$ cat src/hw/rtl/dtee_pkg.sv
// ============================================================================
// dtee_pkg: shared constants and ROM functions
// Digit codes, effect codes, command codes and segment stage tables.
// ============================================================================
package dtee_pkg;

   localparam int DIGITS_DEF = 6;

   localparam logic [1:0] CMD_TICK  = 2'd0;
   localparam logic [1:0] CMD_PAT   = 2'd1;
   localparam logic [1:0] CMD_DUTY  = 2'd2;
   localparam logic [1:0] CMD_START = 2'd3;

   localparam logic [2:0] EFF_NONE  = 3'd0;
   localparam logic [2:0] EFF_FADE  = 3'd1;
   localparam logic [2:0] EFF_XFADE = 3'd2;
   localparam logic [2:0] EFF_DRAW  = 3'd3;
   localparam logic [2:0] EFF_HROLL = 3'd4;
   localparam logic [2:0] EFF_VROLL = 3'd5;

   localparam logic [15:0] HIGH_KEEP = 16'hFF80;

   localparam logic [6:0] SA = 7'h01;
   localparam logic [6:0] SB = 7'h02;
   localparam logic [6:0] SC = 7'h04;
   localparam logic [6:0] SD = 7'h08;
   localparam logic [6:0] SE = 7'h10;
   localparam logic [6:0] SF = 7'h20;
   localparam logic [6:0] SG = 7'h40;

   // Numeral shown by segments a-g, or 10 when no numeral matches.
   function automatic logic [3:0] decode_digit(input logic [6:0] p);
      unique case (p)
         7'h3F: decode_digit = 4'd0;
         7'h06: decode_digit = 4'd1;
         7'h5B: decode_digit = 4'd2;
         7'h4F: decode_digit = 4'd3;
         7'h66: decode_digit = 4'd4;
         7'h6D: decode_digit = 4'd5;
         7'h7D: decode_digit = 4'd6;
         7'h07: decode_digit = 4'd7;
         7'h7F: decode_digit = 4'd8;
         7'h6F: decode_digit = 4'd9;
         default: decode_digit = 4'd10;
      endcase
   endfunction

   function automatic logic [6:0] draw_rom(input logic [3:0] n, input logic [2:0] s);
      logic [6:0] r [7];
      r = '{default: 7'd0};
      unique case (n)
         4'd0: r = '{SA, SA|SF, SA|SF|SE, SA|SF|SE|SD, SA|SF|SE|SD, SA|SF|SE|SD|SC,
                     SA|SF|SE|SD|SC|SB};
         4'd1: r = '{SB, SB|SC, SB|SC, SB|SC, SB|SC, SB|SC, SB|SC};
         4'd2: r = '{SA, SA|SB, SA|SB|SG, SA|SB|SG|SE, SA|SB|SG|SE|SD, SA|SB|SG|SE|SD,
                     SA|SB|SG|SE|SD};
         4'd3: r = '{SA, SA|SB, SA|SB|SG, SA|SB|SG|SC, SA|SB|SG|SC|SD, SA|SB|SG|SC|SD,
                     SA|SB|SG|SC|SD};
         4'd4: r = '{SF, SF|SG, SF|SG|SB, SF|SG|SB|SC, SF|SG|SB|SC, SF|SG|SB|SC,
                     SF|SG|SB|SC};
         4'd5: r = '{SA, SA|SF, SA|SF|SG, SA|SF|SG|SC, SA|SF|SG|SC|SD, SA|SF|SG|SC|SD,
                     SA|SF|SG|SC|SD};
         4'd6: r = '{SA, SA|SF, SA|SF|SE, SA|SF|SE|SD, SA|SF|SE|SD|SC,
                     SA|SF|SE|SD|SC|SG, SA|SF|SE|SD|SC|SG};
         4'd7: r = '{SA, SA|SB, SA|SB|SC, SA|SB|SC, SA|SB|SC, SA|SB|SC, SA|SB|SC};
         4'd8: r = '{SA, SA|SF, SA|SF|SG, SA|SF|SG|SC, SA|SF|SG|SC|SD,
                     SA|SF|SG|SC|SD|SE, SA|SF|SG|SC|SD|SE|SB};
         4'd9: r = '{SB, SB|SA, SB|SA|SF, SB|SA|SF|SG, SB|SA|SF|SG|SC,
                     SB|SA|SF|SG|SC|SD, SB|SA|SF|SG|SC|SD};
         default: r = '{default: 7'd0};
      endcase
      draw_rom = (s < 3'd7) ? r[s] : 7'd0;
   endfunction

   function automatic logic [6:0] hroll_rom(input logic [3:0] n, input logic [2:0] s,
                                            input logic in);
      logic [6:0] o [3];
      logic [6:0] i [3];
      o = '{default: 7'd0};
      i = '{default: 7'd0};
      unique case (n)
         4'd0: begin
            o = '{SA|SB|SC|SD|SE|SF, SA|SB|SC|SD, SB|SC};
            i = '{SE|SF, SA|SD|SE|SF, SA|SB|SC|SD|SE|SF};
         end
         4'd1: begin
            o = '{SB|SC, SB|SC, SB|SC};
            i = '{7'd0, 7'd0, SB|SC};
         end
         4'd2: begin
            o = '{SA|SB|SD|SE|SG, SA|SB|SD|SG, SB};
            i = '{SE, SA|SD|SE|SG, SA|SB|SD|SE|SG};
         end
         4'd3: begin
            o = '{SA|SB|SC|SD|SG, SA|SB|SC|SD|SG, SB|SC};
            i = '{7'd0, SA|SD|SG, SA|SB|SC|SD|SG};
         end
         4'd4: begin
            o = '{SB|SC|SF|SG, SB|SC|SG, SB|SC};
            i = '{SF, SF|SG, SB|SC|SF|SG};
         end
         4'd5: begin
            o = '{SA|SC|SD|SF|SG, SA|SC|SD|SG, SC};
            i = '{SF, SA|SD|SF|SG, SA|SC|SD|SF|SG};
         end
         4'd6: begin
            o = '{SA|SC|SD|SE|SF|SG, SA|SC|SD|SG, SC};
            i = '{SE|SF, SA|SD|SE|SF|SG, SA|SC|SD|SE|SF|SG};
         end
         4'd7: begin
            o = '{SA|SB|SC, SA|SB|SC, SB|SC};
            i = '{7'd0, SA, SA|SB|SC};
         end
         4'd8: begin
            o = '{SA|SB|SC|SD|SE|SF|SG, SA|SB|SC|SD|SG, SB|SC};
            i = '{SE|SF, SA|SD|SE|SF|SG, SA|SB|SC|SD|SE|SF|SG};
         end
         4'd9: begin
            o = '{SA|SB|SC|SD|SF|SG, SA|SB|SC|SD|SG, SB|SC};
            i = '{SF, SA|SD|SF|SG, SA|SB|SC|SD|SF|SG};
         end
         default: begin
            o = '{default: 7'd0};
            i = '{default: 7'd0};
         end
      endcase
      if (s < 3'd3) hroll_rom = in ? i[s[1:0]] : o[s[1:0]];
      else hroll_rom = 7'd0;
   endfunction

   function automatic logic [6:0] vroll_rom(input logic [3:0] n, input logic [2:0] s,
                                            input logic in);
      logic [6:0] o [5];
      logic [6:0] i [5];
      o = '{default: 7'd0};
      i = '{default: 7'd0};
      unique case (n)
         4'd0: begin
            o = '{SA|SB|SC|SD|SE|SF, SB|SC|SD|SE|SF, SC|SD|SE, SC|SD|SE, SD};
            i = '{SA, SA|SB|SF, SA|SB|SF, SA|SB|SC|SE|SF, SA|SB|SC|SD|SE|SF};
         end
         4'd1: begin
            o = '{SB|SC, SB|SC, SC, SC, 7'd0};
            i = '{7'd0, SB, SB, SB|SC, SB|SC};
         end
         4'd2: begin
            o = '{SA|SB|SD|SE|SG, SB|SD|SE|SG, SD|SE|SG, SD|SE, SD};
            i = '{SA, SA|SB, SA|SB|SG, SA|SB|SE|SG, SA|SB|SD|SE|SG};
         end
         4'd3: begin
            o = '{SA|SB|SC|SD|SG, SB|SC|SD|SG, SC|SD|SG, SC|SD, SD};
            i = '{SA, SA|SB, SA|SB|SG, SA|SB|SC|SG, SA|SB|SC|SD|SG};
         end
         4'd4: begin
            o = '{SB|SC|SF|SG, SB|SC|SF|SG, SC|SG, SC, 7'd0};
            i = '{7'd0, SB|SF, SB|SF|SG, SB|SC|SF|SG, SB|SC|SF|SG};
         end
         4'd5: begin
            o = '{SA|SC|SD|SF|SG, SC|SD|SF|SG, SC|SD|SG, SC|SD, SD};
            i = '{SA, SA|SF, SA|SF|SG, SA|SC|SF|SG, SA|SC|SD|SF|SG};
         end
         4'd6: begin
            o = '{SA|SC|SD|SE|SF|SG, SC|SD|SE|SF|SG, SC|SD|SE|SG, SC|SD|SE, SD};
            i = '{SA, SA|SF, SA|SF|SG, SA|SC|SE|SF|SG, SA|SC|SD|SE|SF|SG};
         end
         4'd7: begin
            o = '{SA|SB|SC, SB|SC, SC, SC, 7'd0};
            i = '{SA, SA|SB, SA|SB, SA|SB|SC, SA|SB|SC};
         end
         4'd8: begin
            o = '{SA|SB|SC|SD|SE|SF|SG, SB|SC|SD|SE|SF|SG, SC|SD|SE|SG, SC|SD|SE, SD};
            i = '{SA, SA|SB|SF, SA|SB|SF|SG, SA|SB|SC|SE|SF|SG, SA|SB|SC|SD|SE|SF|SG};
         end
         4'd9: begin
            o = '{SA|SB|SC|SD|SF|SG, SB|SC|SD|SF|SG, SC|SD|SG, SC|SD, SD};
            i = '{SA, SA|SB|SF, SA|SB|SF|SG, SA|SB|SC|SF|SG, SA|SB|SC|SD|SF|SG};
         end
         default: begin
            o = '{default: 7'd0};
            i = '{default: 7'd0};
         end
      endcase
      if (s < 3'd5) vroll_rom = in ? i[s] : o[s];
      else vroll_rom = 7'd0;
   endfunction

endpackage

$ cat src/hw/rtl/digit_transition_effect_engine.sv
// ============================================================================
// digit_transition_effect_engine
// Seven-segment transition animator: per-digit state in one memory, a tick
// reads, updates and writes back every digit in turn.
// ============================================================================
// Sequence: a tick is taken in IDLE; each digit then passes READ (read),
// CALC (update and write back) and OUT (output register) in turn.
// Flow: a tick holds off the input until every digit is done, longer while
// the response side stalls; store and start requests are taken every cycle
// while idle. Reset: synchronous; a clearing pass zeroes the state memory
// after reset, during which no request is taken.
module digit_transition_effect_engine
   import dtee_pkg::*;
#(
   parameter int DIGITS = DIGITS_DEF
) (
   input  logic        clock,
   input  logic        reset,
   input  logic        req_tvalid,
   output logic        req_tready,
   // [1:0] cmd, [4:2] digit, [20:5] value, [23:21] zero
   input  logic [23:0] req_tdata,
   output logic        rsp_tvalid,
   input  logic        rsp_tready,
   // [2:0] digit_index, [18:3] seg_primary, [34:19] duty_out,
   // [50:35] seg_secondary, [57:51] blend_ratio, [63:58] zero
   output logic [63:0] rsp_tdata,
   // [0] seg_valid, [1] duty_valid, [2] blend_valid
   output logic [2:0]  rsp_tuser,
   output logic        rsp_tlast,
   input  logic        csr_valid,
   output logic        csr_ready,
   input  logic [2:0]  csr_data
);

   localparam int AW = (DIGITS > 1) ? $clog2(DIGITS) : 1;

   typedef struct packed {
      logic [15:0] nx;
      logic [15:0] prev;
      logic [15:0] duty;
      logic        chg;
      logic [8:0]  cnt;
   } entry_type;

   typedef enum logic [4:0] {
      ST_CLEAR = 5'b00001,
      ST_IDLE  = 5'b00010,
      ST_READ  = 5'b00100,
      ST_CALC  = 5'b01000,
      ST_OUT   = 5'b10000
   } state_type;

   typedef struct packed {
      logic [2:0]  idx;
      logic        sv;
      logic [15:0] sp;
      logic        dv;
      logic [15:0] du;
      logic        bv;
      logic [15:0] ss;
      logic [6:0]  br;
      logic        last;
   } rsp_type;

   entry_type mem [DIGITS];
   entry_type rd_ff;

   state_type   state_ff, state_in;
   logic [AW-1:0] ptr_ff, ptr_in;
   logic [2:0]  mode_ff;
   logic        mul_ff, mul_in;
   logic [15:0] mdu_ff;
   logic [7:0]  mfac_ff;
   logic [24:0] prod;
   rsp_type     pend_ff, pend_in;
   rsp_type     out_ff;
   rsp_type     out_in;
   logic        ovalid_ff;

   logic        we;
   logic [AW-1:0] waddr;
   entry_type   wdata;
   entry_type   upd;
   logic [15:0] mdu_in;
   logic [7:0]  mfac_in;

   logic [1:0]  cmd;
   logic [2:0]  dig;
   logic [15:0] val;
   assign cmd = req_tdata[1:0];
   assign dig = req_tdata[4:2];
   assign val = req_tdata[20:5];

   assign csr_ready = 1'b1;
   assign req_tready = (state_ff == ST_IDLE);

   logic out_free;
   assign out_free = !ovalid_ff || rsp_tready;

   // Per-digit update and response.
   logic [8:0]  c1;
   logic [6:0]  lowst;
   logic [15:0] src;
   logic [2:0]  stg;
   logic        inc;
   logic [3:0]  sn;
   logic [3:0]  q70;
   logic [4:0]  q30;
   logic [8:0]  dsub;
   always_comb begin
      upd = rd_ff;
      pend_in = '0;
      pend_in.idx = 3'(ptr_ff);
      pend_in.last = (ptr_ff == AW'(DIGITS - 1));
      mul_in = 1'b0;
      mdu_in = rd_ff.duty;
      mfac_in = 8'd0;
      c1 = rd_ff.cnt + 9'd1;
      lowst = 7'd0;
      src = rd_ff.nx;
      stg = 3'd0;
      inc = 1'b0;
      sn = 4'd10;
      q70 = 4'd0;
      q30 = 5'd0;
      dsub = c1 - 9'd100;
      unique case (mode_ff)
         EFF_NONE: begin
            pend_in.sv = 1'b1; pend_in.sp = rd_ff.nx;
            pend_in.dv = 1'b1; pend_in.du = rd_ff.duty;
         end
         EFF_FADE: begin
            if (rd_ff.chg) begin
               upd.cnt = c1;
               if (c1 < 9'd129) begin
                  mul_in = 1'b1; pend_in.dv = 1'b1;
                  mfac_in = 8'(9'd128 - c1);
               end else if (c1 < 9'd257) begin
                  mul_in = 1'b1; pend_in.dv = 1'b1;
                  mfac_in = 8'(c1 - 9'd128);
                  pend_in.sv = 1'b1; pend_in.sp = rd_ff.nx;
               end else begin
                  upd.cnt = 9'd0; upd.chg = 1'b0;
               end
            end else begin
               pend_in.sv = 1'b1; pend_in.sp = rd_ff.nx;
               pend_in.dv = 1'b1; pend_in.du = rd_ff.duty;
            end
         end
         EFF_XFADE: begin
            pend_in.dv = 1'b1; pend_in.du = rd_ff.duty;
            pend_in.bv = 1'b1;
            if (rd_ff.chg) begin
               pend_in.br = (rd_ff.cnt > 9'd127) ? 7'd127 : rd_ff.cnt[6:0];
               pend_in.ss = rd_ff.nx;
               if (rd_ff.cnt >= 9'd127) begin
                  upd.cnt = 9'd0; upd.chg = 1'b0;
               end else begin
                  upd.cnt = c1;
               end
            end else begin
               upd.prev = rd_ff.nx;
               pend_in.sv = 1'b1; pend_in.sp = rd_ff.nx;
            end
         end
         EFF_DRAW: begin
            pend_in.dv = 1'b1; pend_in.du = rd_ff.duty;
            if (rd_ff.chg) begin
               upd.cnt = c1;
               if (c1 < 9'd100) begin
                  pend_in.sv = 1'b1; pend_in.sp = rd_ff.nx & HIGH_KEEP;
               end else if (c1 < 9'd380) begin
                  // Stage index (c-100)/40, at most 6.
                  priority if (dsub >= 9'd240) stg = 3'd6;
                  else if (dsub >= 9'd200) stg = 3'd5;
                  else if (dsub >= 9'd160) stg = 3'd4;
                  else if (dsub >= 9'd120) stg = 3'd3;
                  else if (dsub >= 9'd80) stg = 3'd2;
                  else if (dsub >= 9'd40) stg = 3'd1;
                  else stg = 3'd0;
                  sn = decode_digit(rd_ff.nx[6:0]);
                  lowst = draw_rom(sn, stg);
                  pend_in.sv = 1'b1;
                  pend_in.sp = {rd_ff.nx[15:7], lowst};
               end else begin
                  upd.cnt = 9'd0; upd.chg = 1'b0;
               end
            end else begin
               pend_in.sv = 1'b1; pend_in.sp = rd_ff.nx;
            end
         end
         EFF_HROLL, EFF_VROLL: begin
            pend_in.dv = 1'b1; pend_in.du = rd_ff.duty;
            if (rd_ff.chg) begin
               upd.cnt = c1;
               priority if (c1 >= 9'd420) q70 = 4'd6;
               else if (c1 >= 9'd350) q70 = 4'd5;
               else if (c1 >= 9'd280) q70 = 4'd4;
               else if (c1 >= 9'd210) q70 = 4'd3;
               else if (c1 >= 9'd140) q70 = 4'd2;
               else if (c1 >= 9'd70) q70 = 4'd1;
               else q70 = 4'd0;
               q30 = 5'((19'(c1) * 19'd547) >> 14);
               if (mode_ff == EFF_HROLL) begin
                  if (q70 < 4'd6) begin
                     inc = (q70 >= 4'd3);
                     stg = inc ? 3'(q70 - 4'd3) : q70[2:0];
                     src = inc ? rd_ff.nx : rd_ff.prev;
                     sn = decode_digit(src[6:0]);
                     lowst = hroll_rom(sn, stg, inc);
                     pend_in.sv = 1'b1; pend_in.sp = {src[15:7], lowst};
                  end else begin
                     upd.cnt = 9'd0; upd.chg = 1'b0;
                  end
               end else begin
                  if (q30 < 5'd10) begin
                     inc = (q30 >= 5'd5);
                     stg = inc ? 3'(q30 - 5'd5) : q30[2:0];
                     src = inc ? rd_ff.nx : rd_ff.prev;
                     sn = decode_digit(src[6:0]);
                     lowst = vroll_rom(sn, stg, inc);
                     pend_in.sv = 1'b1; pend_in.sp = {src[15:7], lowst};
                  end else begin
                     upd.cnt = 9'd0; upd.chg = 1'b0;
                  end
               end
            end else begin
               pend_in.sv = 1'b1; pend_in.sp = rd_ff.nx;
               upd.prev = rd_ff.nx;
            end
         end
         default: begin
            pend_in = '0;
            pend_in.idx = 3'(ptr_ff);
            pend_in.last = (ptr_ff == AW'(DIGITS - 1));
         end
      endcase
   end

   // State machine: READ issues the memory read, CALC updates and writes
   // back, OUT applies the fade multiply and hands over to the output register.
   always_comb begin
      state_in = state_ff;
      ptr_in = ptr_ff;
      we = 1'b0;
      waddr = ptr_ff;
      wdata = upd;
      unique case (state_ff)
         ST_CLEAR: begin
            we = 1'b1; wdata = '0;
            if (ptr_ff == AW'(DIGITS - 1)) begin
               ptr_in = '0; state_in = ST_IDLE;
            end else begin
               ptr_in = ptr_ff + AW'(1);
            end
         end
         ST_IDLE: begin
            if (req_tvalid && cmd == CMD_TICK) begin
               ptr_in = '0; state_in = ST_READ;
            end
         end
         ST_READ: state_in = ST_CALC;
         ST_CALC: begin
            we = 1'b1;
            state_in = ST_OUT;
         end
         ST_OUT: begin
            if (out_free) begin
               if (pend_ff.last) begin
                  state_in = ST_IDLE;
               end else begin
                  ptr_in = ptr_ff + AW'(1);
                  state_in = ST_READ;
               end
            end
         end
         default: state_in = ST_IDLE;
      endcase
   end

   // Store and start requests modify one entry: read now, write next cycle.
   // A second request to the same digit right behind takes the pending entry.
   logic        cw_ff;
   logic [1:0]  ccmd_ff;
   logic [AW-1:0] cdig_ff;
   logic [15:0] cval_ff;
   entry_type   cmod;
   always_comb begin
      cmod = rd_ff;
      unique case (ccmd_ff)
         CMD_PAT:   cmod.nx = cval_ff;
         CMD_DUTY:  cmod.duty = cval_ff;
         CMD_START: cmod.chg = 1'b1;
         default:   cmod = rd_ff;
      endcase
   end

   logic req_store;
   assign req_store = req_tvalid && req_tready && cmd != CMD_TICK
                      && (32'(dig) < DIGITS);

   always_ff @(posedge clock) begin
      if (state_ff == ST_READ) rd_ff <= mem[ptr_ff];
      else if (req_store) begin
         if (cw_ff && cdig_ff == AW'(dig)) rd_ff <= cmod;
         else rd_ff <= mem[AW'(dig)];
      end
      if (we) mem[waddr] <= wdata;
      else if (cw_ff) mem[cdig_ff] <= cmod;
   end

   always_ff @(posedge clock) begin
      if (reset) begin
         state_ff <= ST_CLEAR;
         ptr_ff <= '0;
         mode_ff <= EFF_NONE;
         ovalid_ff <= 1'b0;
         cw_ff <= 1'b0;
         mul_ff <= 1'b0;
      end else begin
         state_ff <= state_in;
         ptr_ff <= ptr_in;
         if (csr_valid) mode_ff <= csr_data;
         cw_ff <= req_store;
         if (state_ff == ST_CALC) mul_ff <= mul_in;
         if (state_ff == ST_OUT && out_free) ovalid_ff <= 1'b1;
         else if (rsp_tready) ovalid_ff <= 1'b0;
      end
   end

   // The fade product is formed from the operands registered in CALC.
   assign prod = mdu_ff * {1'b0, mfac_ff};

   always_comb begin
      out_in = pend_ff;
      if (mul_ff) out_in.du = prod[22:7];
   end

   always_ff @(posedge clock) begin
      ccmd_ff <= cmd;
      cdig_ff <= AW'(dig);
      cval_ff <= val;
      if (state_ff == ST_CALC) begin
         pend_ff <= pend_in;
         mdu_ff <= mdu_in;
         mfac_ff <= mfac_in;
      end
      if (state_ff == ST_OUT && out_free) out_ff <= out_in;
   end

   assign rsp_tvalid = ovalid_ff;
   assign rsp_tlast = out_ff.last;
   assign rsp_tuser = {out_ff.bv, out_ff.dv, out_ff.sv};
   assign rsp_tdata = {6'd0, out_ff.br, out_ff.ss, out_ff.du, out_ff.sp, out_ff.idx};

endmodule
$ cat config.mk
export PLATFORM = sky130hd
export DESIGN_NAME = digit_transition_effect_engine
export DESIGN_NICKNAME = d
export VERILOG_FILES = /design/src/hw/rtl/dtee_pkg.sv /design/src/hw/rtl/digit_transition_effect_engine.sv
export SDC_FILE = /design/constraint.sdc
export NUM_CORES = 1
export LEC_CHECK = 0
export ABC_AREA = 1
export BUFFER_PORTS_ARGS = -buffer_cell sky130_fd_sc_hd__buf_2
export CAP_MARGIN = 20
export CORE_UTILIZATION = 60
export CTS_CLUSTER_DIAMETER = 200
export DETAILED_ROUTE_END_ITERATION = 10
export PLACE_DENSITY = 0.77
export REMOVE_ABC_BUFFERS = 1
export SLEW_MARGIN = 25
export SYNTH_ARGS = -nofsm -noshare
export SYNTH_HDL_FRONTEND = slang
export SYNTH_SLANG_ARGS = --single-unit
$ cat constraint.sdc
create_clock -name clock -period 42.5 [get_ports clock]
set_input_delay 8.5 -clock clock [delete_from_list [all_inputs] [get_ports clock]]
set_output_delay 8.5 -clock clock [all_outputs]
set_load 0.05 [all_outputs]
# ---- Word-level counts from Yosys, hierarchy flattened
# Memory sizes are Yosys's and may differ from the RTL's. A register that Yosys moved wholly into a read port is not among the register bits.
# Index checks and enable logic that the tools add are counted.
dict set report word_totals {
  inputBits 32
  reg_bits 241
  ram_bits 348
  output_inout_bits 71
  latch_bits 0
  romBits 1792
  memories 4
  elab_cells 291
}
dict set report op_classes {
  n_bitwise 3
  div 0
  n_shift 0
  multipliers 2
  n_reduce_logical 23
  mux 139
  magnitude_cmp 29
  n_addsub 7
  eq_ne 50
}
# memory words word_bits read_ports rd_clocked_by_memory_dff write_ports line_no
set memory_table {}
lappend memory_table {{(name not given)} 16 42 1 0 0 dtee_pkg.sv:51} ;# unique case (n)
lappend memory_table {{(name not given)} 16 42 1 0 0 dtee_pkg.sv:137} ;# unique case (n)
lappend memory_table {{(name not given)} 16 28 1 0 0 dtee_pkg.sv:81} ;# unique case (n)
lappend memory_table {mem 6 58 2 1 1 digit_transition_effect_engine.sv:66} ;# entry_type mem [DIGITS];
# operator n
set ops {}
lappend ops {{$mux 58} 5}
lappend ops {{$mux 70} 4}
lappend ops {{$mux 49} 4}
lappend ops {{$pmux 34 s5} 1}
lappend ops {{$mux 42} 4}
lappend ops {{$mux 17} 9}
lappend ops {{$eq 7x7->1 const B} 21}
lappend ops {{$mux 16} 8}
lappend ops {{$pmux 4 s10} 3}
lappend ops {{$mux 7} 16}
lappend ops {{$mux 10} 11}
lappend ops {{$bmux 7 s3} 3}
lappend ops {{$mux 3} 20}
lappend ops {{$reduce_or 58->1} 1}
lappend ops {{$mux 4} 14}
lappend ops {{$ge 9x8->1 const B} 5}
lappend ops {{$eq 7x3->1 const B} 6}
lappend ops {{$pmux 10 s4} 1}
lappend ops {{$ge 9x7->1 const B} 4}
lappend ops {{$mux 18} 2}
lappend ops {{$bmux 7 s2} 2}
lappend ops {{$ge 9x9->1 const B} 3}
lappend ops {{$pmux 5 s5} 1}
lappend ops {{$mux 24} 1}
lappend ops {{57 further kinds} 104}

# ---- Logic depth before layout (Yosys ltp)
# An unclocked memory read counts as a cell.
dict set report logic_depth {
  word_depth 32
  ltp_mapped 47
}

# ---- Least setup slack after synthesis
# No wires, ideal clock.
dict set report synth_path {
  path_type {reg-to-reg}
  start {register state_ff[4]}
  end {memory mem[2][0] in the netlist's numbering, enable pin}
  path_stages_with_launch 8
  path_slack_ns 28.959
  t_arrival_ns 13.067
  setup_time_ns 0.474
  required_ns 42.026
  path_cell_list {dfxtp_1 > nor4_1 > nor3_1 > inv_1 > clkbuf_1 > o21ai_0 > or2_2 > nor2_1}
}
dict set report synth_between {
  elab_chain_cells 7
  elab_cells_between_ends 11
  classes_between {2 x eq/ne; 7 x mux; 2 x reduce/logical}
}
# element line_no
set synth_lines {}
lappend synth_lines {{start, declared} digit_transition_effect_engine.sv:69} ;# state_type state_ff, state_in;
lappend synth_lines {{start signal, assigned} digit_transition_effect_engine.sv:322} ;# state_ff <= state_in;
lappend synth_lines {{$eq 5x4->1 or $eq 5x1->1 (tied branches)} digit_transition_effect_engine.sv:249} ;# unique case (state_ff)
lappend synth_lines {{$reduce_or 2->1 (no line) (*)} -}
lappend synth_lines {{$mux 1 (*)} digit_transition_effect_engine.sv:249}
lappend synth_lines {{$mux 1} digit_transition_effect_engine.sv:309} ;# if (we) mem[waddr] <= wdata;
lappend synth_lines {{$mux 1 (implied by the code)} digit_transition_effect_engine.sv:310} ;# else if (cw_ff) mem[cdig_ff] <= cmod;
lappend synth_lines {{$reduce_or 58->1 (no line)} -}
lappend synth_lines {{$mux 3 (no line) or $mux 1 (tied branches)} -}
lappend synth_lines {{end, declared} digit_transition_effect_engine.sv:66}
# Mark *: on every way between the ends. The rest lies on a longest branch, timed or not.

# ---- Final worst setup path
dict set report layout_path {
  start {input req_tdata[3]}
  end {register rd_ff (netlist bit cmod[1]), enable pin}
}
dict set report layout_between {
  elab_chain_cells 4
  elab_cells_between_ends 7
  classes_between {1 x order compare; 2 x eq/ne; 4 x reduce/logical}
}
# element line_no
set layout_lines {}
lappend layout_lines {{start, declared} digit_transition_effect_engine.sv:22} ;# input logic [23:0] req_tdata,
lappend layout_lines {{$lt 3x3->1 or $eq 3x3->1 (tied branches)} {digit_transition_effect_engine.sv:301, digit_transition_effect_engine.sv:306}}
lappend layout_lines {{$logic_and 1x1->1, on equally long branches} {digit_transition_effect_engine.sv:301, digit_transition_effect_engine.sv:306}}
lappend layout_lines {{$reduce_bool 2->1 (no line) or $ne 2x2->1 (tied branches)} -}
lappend layout_lines {{$reduce_and 2->1 (no line) (*)} -}
lappend layout_lines {{end signal, assigned} digit_transition_effect_engine.sv:304} ;# if (state_ff == ST_READ) rd_ff <= mem[ptr_ff];
lappend layout_lines {{end signal, assigned} digit_transition_effect_engine.sv:306} ;# if (cw_ff && cdig_ff == AW'(dig)) rd_ff <= cmod;
lappend layout_lines {{end signal, assigned} digit_transition_effect_engine.sv:307} ;# else rd_ff <= mem[AW'(dig)];
lappend layout_lines {{end, declared} digit_transition_effect_engine.sv:67} ;# entry_type rd_ff;
# Marks and branches as above.
# A chain may end at the register's enable or synchronous reset.

==> summary.md <==
| Metric | Value |
|---|---|
| Global Route Usage Sum | `0.322` |
| Antenna-violating nets left | `0` |
| Worst Setup End Kind | `flop` |
| Storage element area | `17400 µm²` |
| Initial core utilization | `0.608` |
| Clock Latency Late Sink | `0.66 ns` |
| Hpwl dp | `60200 µm` |
| Fin crit period | `11.94 ns` |
| Synthesized cell area | `35100 µm²` |
| Least-Margin Pin Slew | `1.07 ns` |
| Total length of routed wires | `95800 µm` |
| Port bufs | `92` |
| Drt pass-1 iters | `6` |
| Gr busiest metal | `met2` |
| Layout cell share with drive strength beyond 1 | `0.0864` |
| Reg clk slew, reported paths | `0.06 ns` |
| Leak Pwr | `15.9 nW` |
| FFs w/ async S/R, synth | `0` |
| Area of the multi-input gates | `14900 µm²` |
| Total congestion overflow | `0` |
| Hold WC Path Type | `reg2reg` |
| Yosys cell types | `62` |
| Via count | `28800` |
| Row Count | `88` |
| CTS Buf Count | `59` |
| Post_cts resized | `0` |
| DRT iter0 DRCs | `3463` |
| WP data required | `42.81 ns` |
| Global Route met1 Usage | `0.419` |
| Largest net degree at the start of global routing | `101` |
| Area growth from synthesis to layout | `8.66%` |
| NumNets Final | `4125` |
| RSZ-0062 raised after global routing | `false` |
| Sequential fraction of the synthesis area | `0.496` |
| H-tree Lvls | `2` |
| # DRC | `0` |
| Syn avg cell area | `8.91 µm²` |
| Io pins | `103` |
| Met2 Resource Use GR | `0.516` |
| Met3 usage | `0.0647` |
| Max Slew Vio Count | `0` |
| Routed WL per cell | `20.3 µm` |
| Max VDD drop | `0.0000392 V` |
| Predominant post-synthesis flop cell | `edfxtp_1` |
| Post-Syn Instances | `3934` |
| Vias in the first global route | `27500` |
| Crit Path Class | `in2reg` |
| # placed instances | `4600` |
| Final number of setup-violating endpoints | `0` |
| Root Buffer | `clkbuf_16` |
| Die Height | `244 µm` |
| Synth Register Bits | `592` |
| Max_cap viols | `0` |
| Die Area | `59400 µm²` |
| Worst setup SP type | `primary input` |
| Die W | `244 µm` |
| CTS Sinks | `592` |
| First-pass GRT wire length | `149000 µm` |
| Placer congestion estimate | `0.967` |
| Initial antenna violation count | `2` |
| Placed standard-cell area | `35900 µm²` |
| Non-Filler Instances | `4711` |
| Fill cell count | `4509` |
| Status | `completed` |
| F_max | `0.0838 GHz` |
| Vias per Instance | `6.12` |
| Hold-fix buffers, CTS | `0` |
| Design area | `38100 µm²` |
| CTS tree | `done` |
| Normalized max-slew margin | `0.284` |
| Total Neg Setup Slack | `0 ns` |
| CP arrival | `12.25 ns` |
| Hold WS | `0.417 ns` |
| Layout Skew | `0.0383 ns` |
| Post-CTS setup buffer count | `0` |
| Core area | `57700 µm²` |
| Worst Path Max Fanout | `61` |
| Maximum clock path buffer count | `3` |
| Yosys warnings | `0` |
| Post-synth EDFFs | `554` |
| Tcrit/Tclk final | `0.281` |
| PD cells | `48.1 nW/µm²` |
| Hold Violations, Final | `0` |
[metal layers]
layer	up-vias	share of wire	wire, µm
li1	13400	-	-
met2	1721	0.45	43600
met3	320	0.11	10800
met5	-	0	0
met4	0	0.049	4720
met1	13400	0.38	36700
[final cells by class]
cell class,count,share of cell area
flip-flops and latches,592,0.457
multi-input cells,2596,0.390
clock inverters,48,0.0173
clock buffers,62,0.0393
diodes,1,0.0000657
repair buffers,130,0.0203
inverters,517,0.0511
well taps,765,0.0251
[worst paths after layout]
kind | start | cells after the start | endpoint | slack (ns)
worst max-delay path | req_tdata[3] | 10 | cmod[1] | 30.56
worst min-delay path | out_in[4] | 0 | rsp_tdata[54] | 0.42
worst max register to register | cmod[0] | 43 | out_in[43] | 34.90
worst min register to register | out_in[4] | 0 | rsp_tdata[54] | 0.42
[layout by cell type, fill, tap and decap left out, types with 13 or more instances in the layout]
| cell type | instances |
|---|---|
| inv_1 | 495 |
| dfxtp_1 | 36 |
| buf_4 | 37 |
| edfxtp_1 | 554 |
| nor3_1 | 14 |
| or2_2 | 13 |
| o22ai_1 | 52 |
| clkbuf_16 | 59 |
| nand2_1 | 666 |
| a31oi_1 | 42 |
| nor2_4 | 16 |
| a21oi_1 | 419 |
| nand2_2 | 27 |
| buf_2 | 91 |
| o21ai_0 | 468 |
| inv_2 | 16 |
| nor2_1 | 273 |
| o41ai_1 | 17 |
| ha_1 | 109 |
| nand3_1 | 199 |
| fa_1 | 88 |
| o211ai_1 | 13 |
| a211oi_1 | 45 |
| bufinv_16 | 13 |
[synth_stat cells, types with 3 or more instances]
cell type,count,area [µm²]
buf_2,3,15.0
nand2_1,668,2510
clkbuf_1,198,743
a21boi_1,4,30.0
nor2_1,281,1050
nor2_2,10,62.6
o311ai_0,3,26.3
o21bai_1,6,45.0
inv_2,12,45.0
o21ai_1,6,30.0
o22ai_1,52,325
or2_1,3,18.8
a211oi_1,45,338
a22oi_1,8,60.1
buf_1,17,63.8
nand2_2,25,156
nor3_1,14,70.1
a41oi_1,4,35.0
a21boi_0,3,22.5
xor2_1,12,105
o21ai_0,469,2350
nand4_1,12,75.1
buf_6,3,33.8
or2_2,13,81.3
nand3_1,199,996
a31oi_1,42,263
nand2_4,5,56.3
a32o_1,10,100
inv_1,502,1880
nor2_4,9,101
dfxtp_1,38,761
ha_1,109,1360
o41ai_1,17,149
nand3_2,5,50.1
buf_4,11,82.6
o211ai_1,13,97.6
o221ai_1,3,26.3
edfxtp_1,554,16600
a21oi_1,419,2100
fa_1,88,1760
xnor2_1,6,52.6
[stage by stage]
stage	power, mW	setup WS [ns]	utilization
2_1_floorplan	1.10	28.14	-
3_3_place_gp	1.24	30.01	0.622
3_5_place_dp	1.25	30.01	0.623
4_1_cts	1.82	30.62	0.660
5_1_grt	1.91	30.41	0.660
6_report	1.83	30.56	0.660
[sequential cells by signal (all words and copies together) (netlist names), named ones only]
signal / cells
mem: 348
rsp_tdata: 58
out_in: 46
cmod: 25
rd_ff: 17
cval_ff: 16
mdu_ff: 16
mdu_in: 16
pend_ff: 16
mfac_ff: 8
state_ff: 5
cdig_ff: 3
mode_ff: 3
ptr_ff: 3
rsp_tuser: 3
ccmd_ff: 2
cw_ff: 1
mul_ff: 1
rsp_tlast: 1
rsp_tvalid: 1
[where the power goes]
group / switching [mW] / total [mW] / internal (mW) / leakage [nW]
Sequential: 0.0436 / 0.828 / 0.785 / 5.49
Combinational: 0.321 / 0.432 / 0.111 / 9.36
Clock: 0.236 / 0.573 / 0.338 / 1.02
[cells by family after synthesis]
group,after synthesis,synth area share
and+or+nand+nor,1255,0.152
AOI/OAI and AO/OA,1118,0.175
buffers and inverters,751,0.0825
DFF,592,0.496
adders and majority gates,197,0.0891
xor gates and xnor gates,19,0.00496
other,2,0.000214
[worst max-delay path, cell delays in order]
cell and delay (ns):
buf_2 0.10, buf_4 0.29, inv_2 0.59, buf_4 0.68, a221oi_1 0.23, nand2_2 0.21
inv_2 0.04, buf_4 0.38, o21ai_2 0.72, buf_4 0.42
Note: power is estimated with default switching activity, not from simulation.
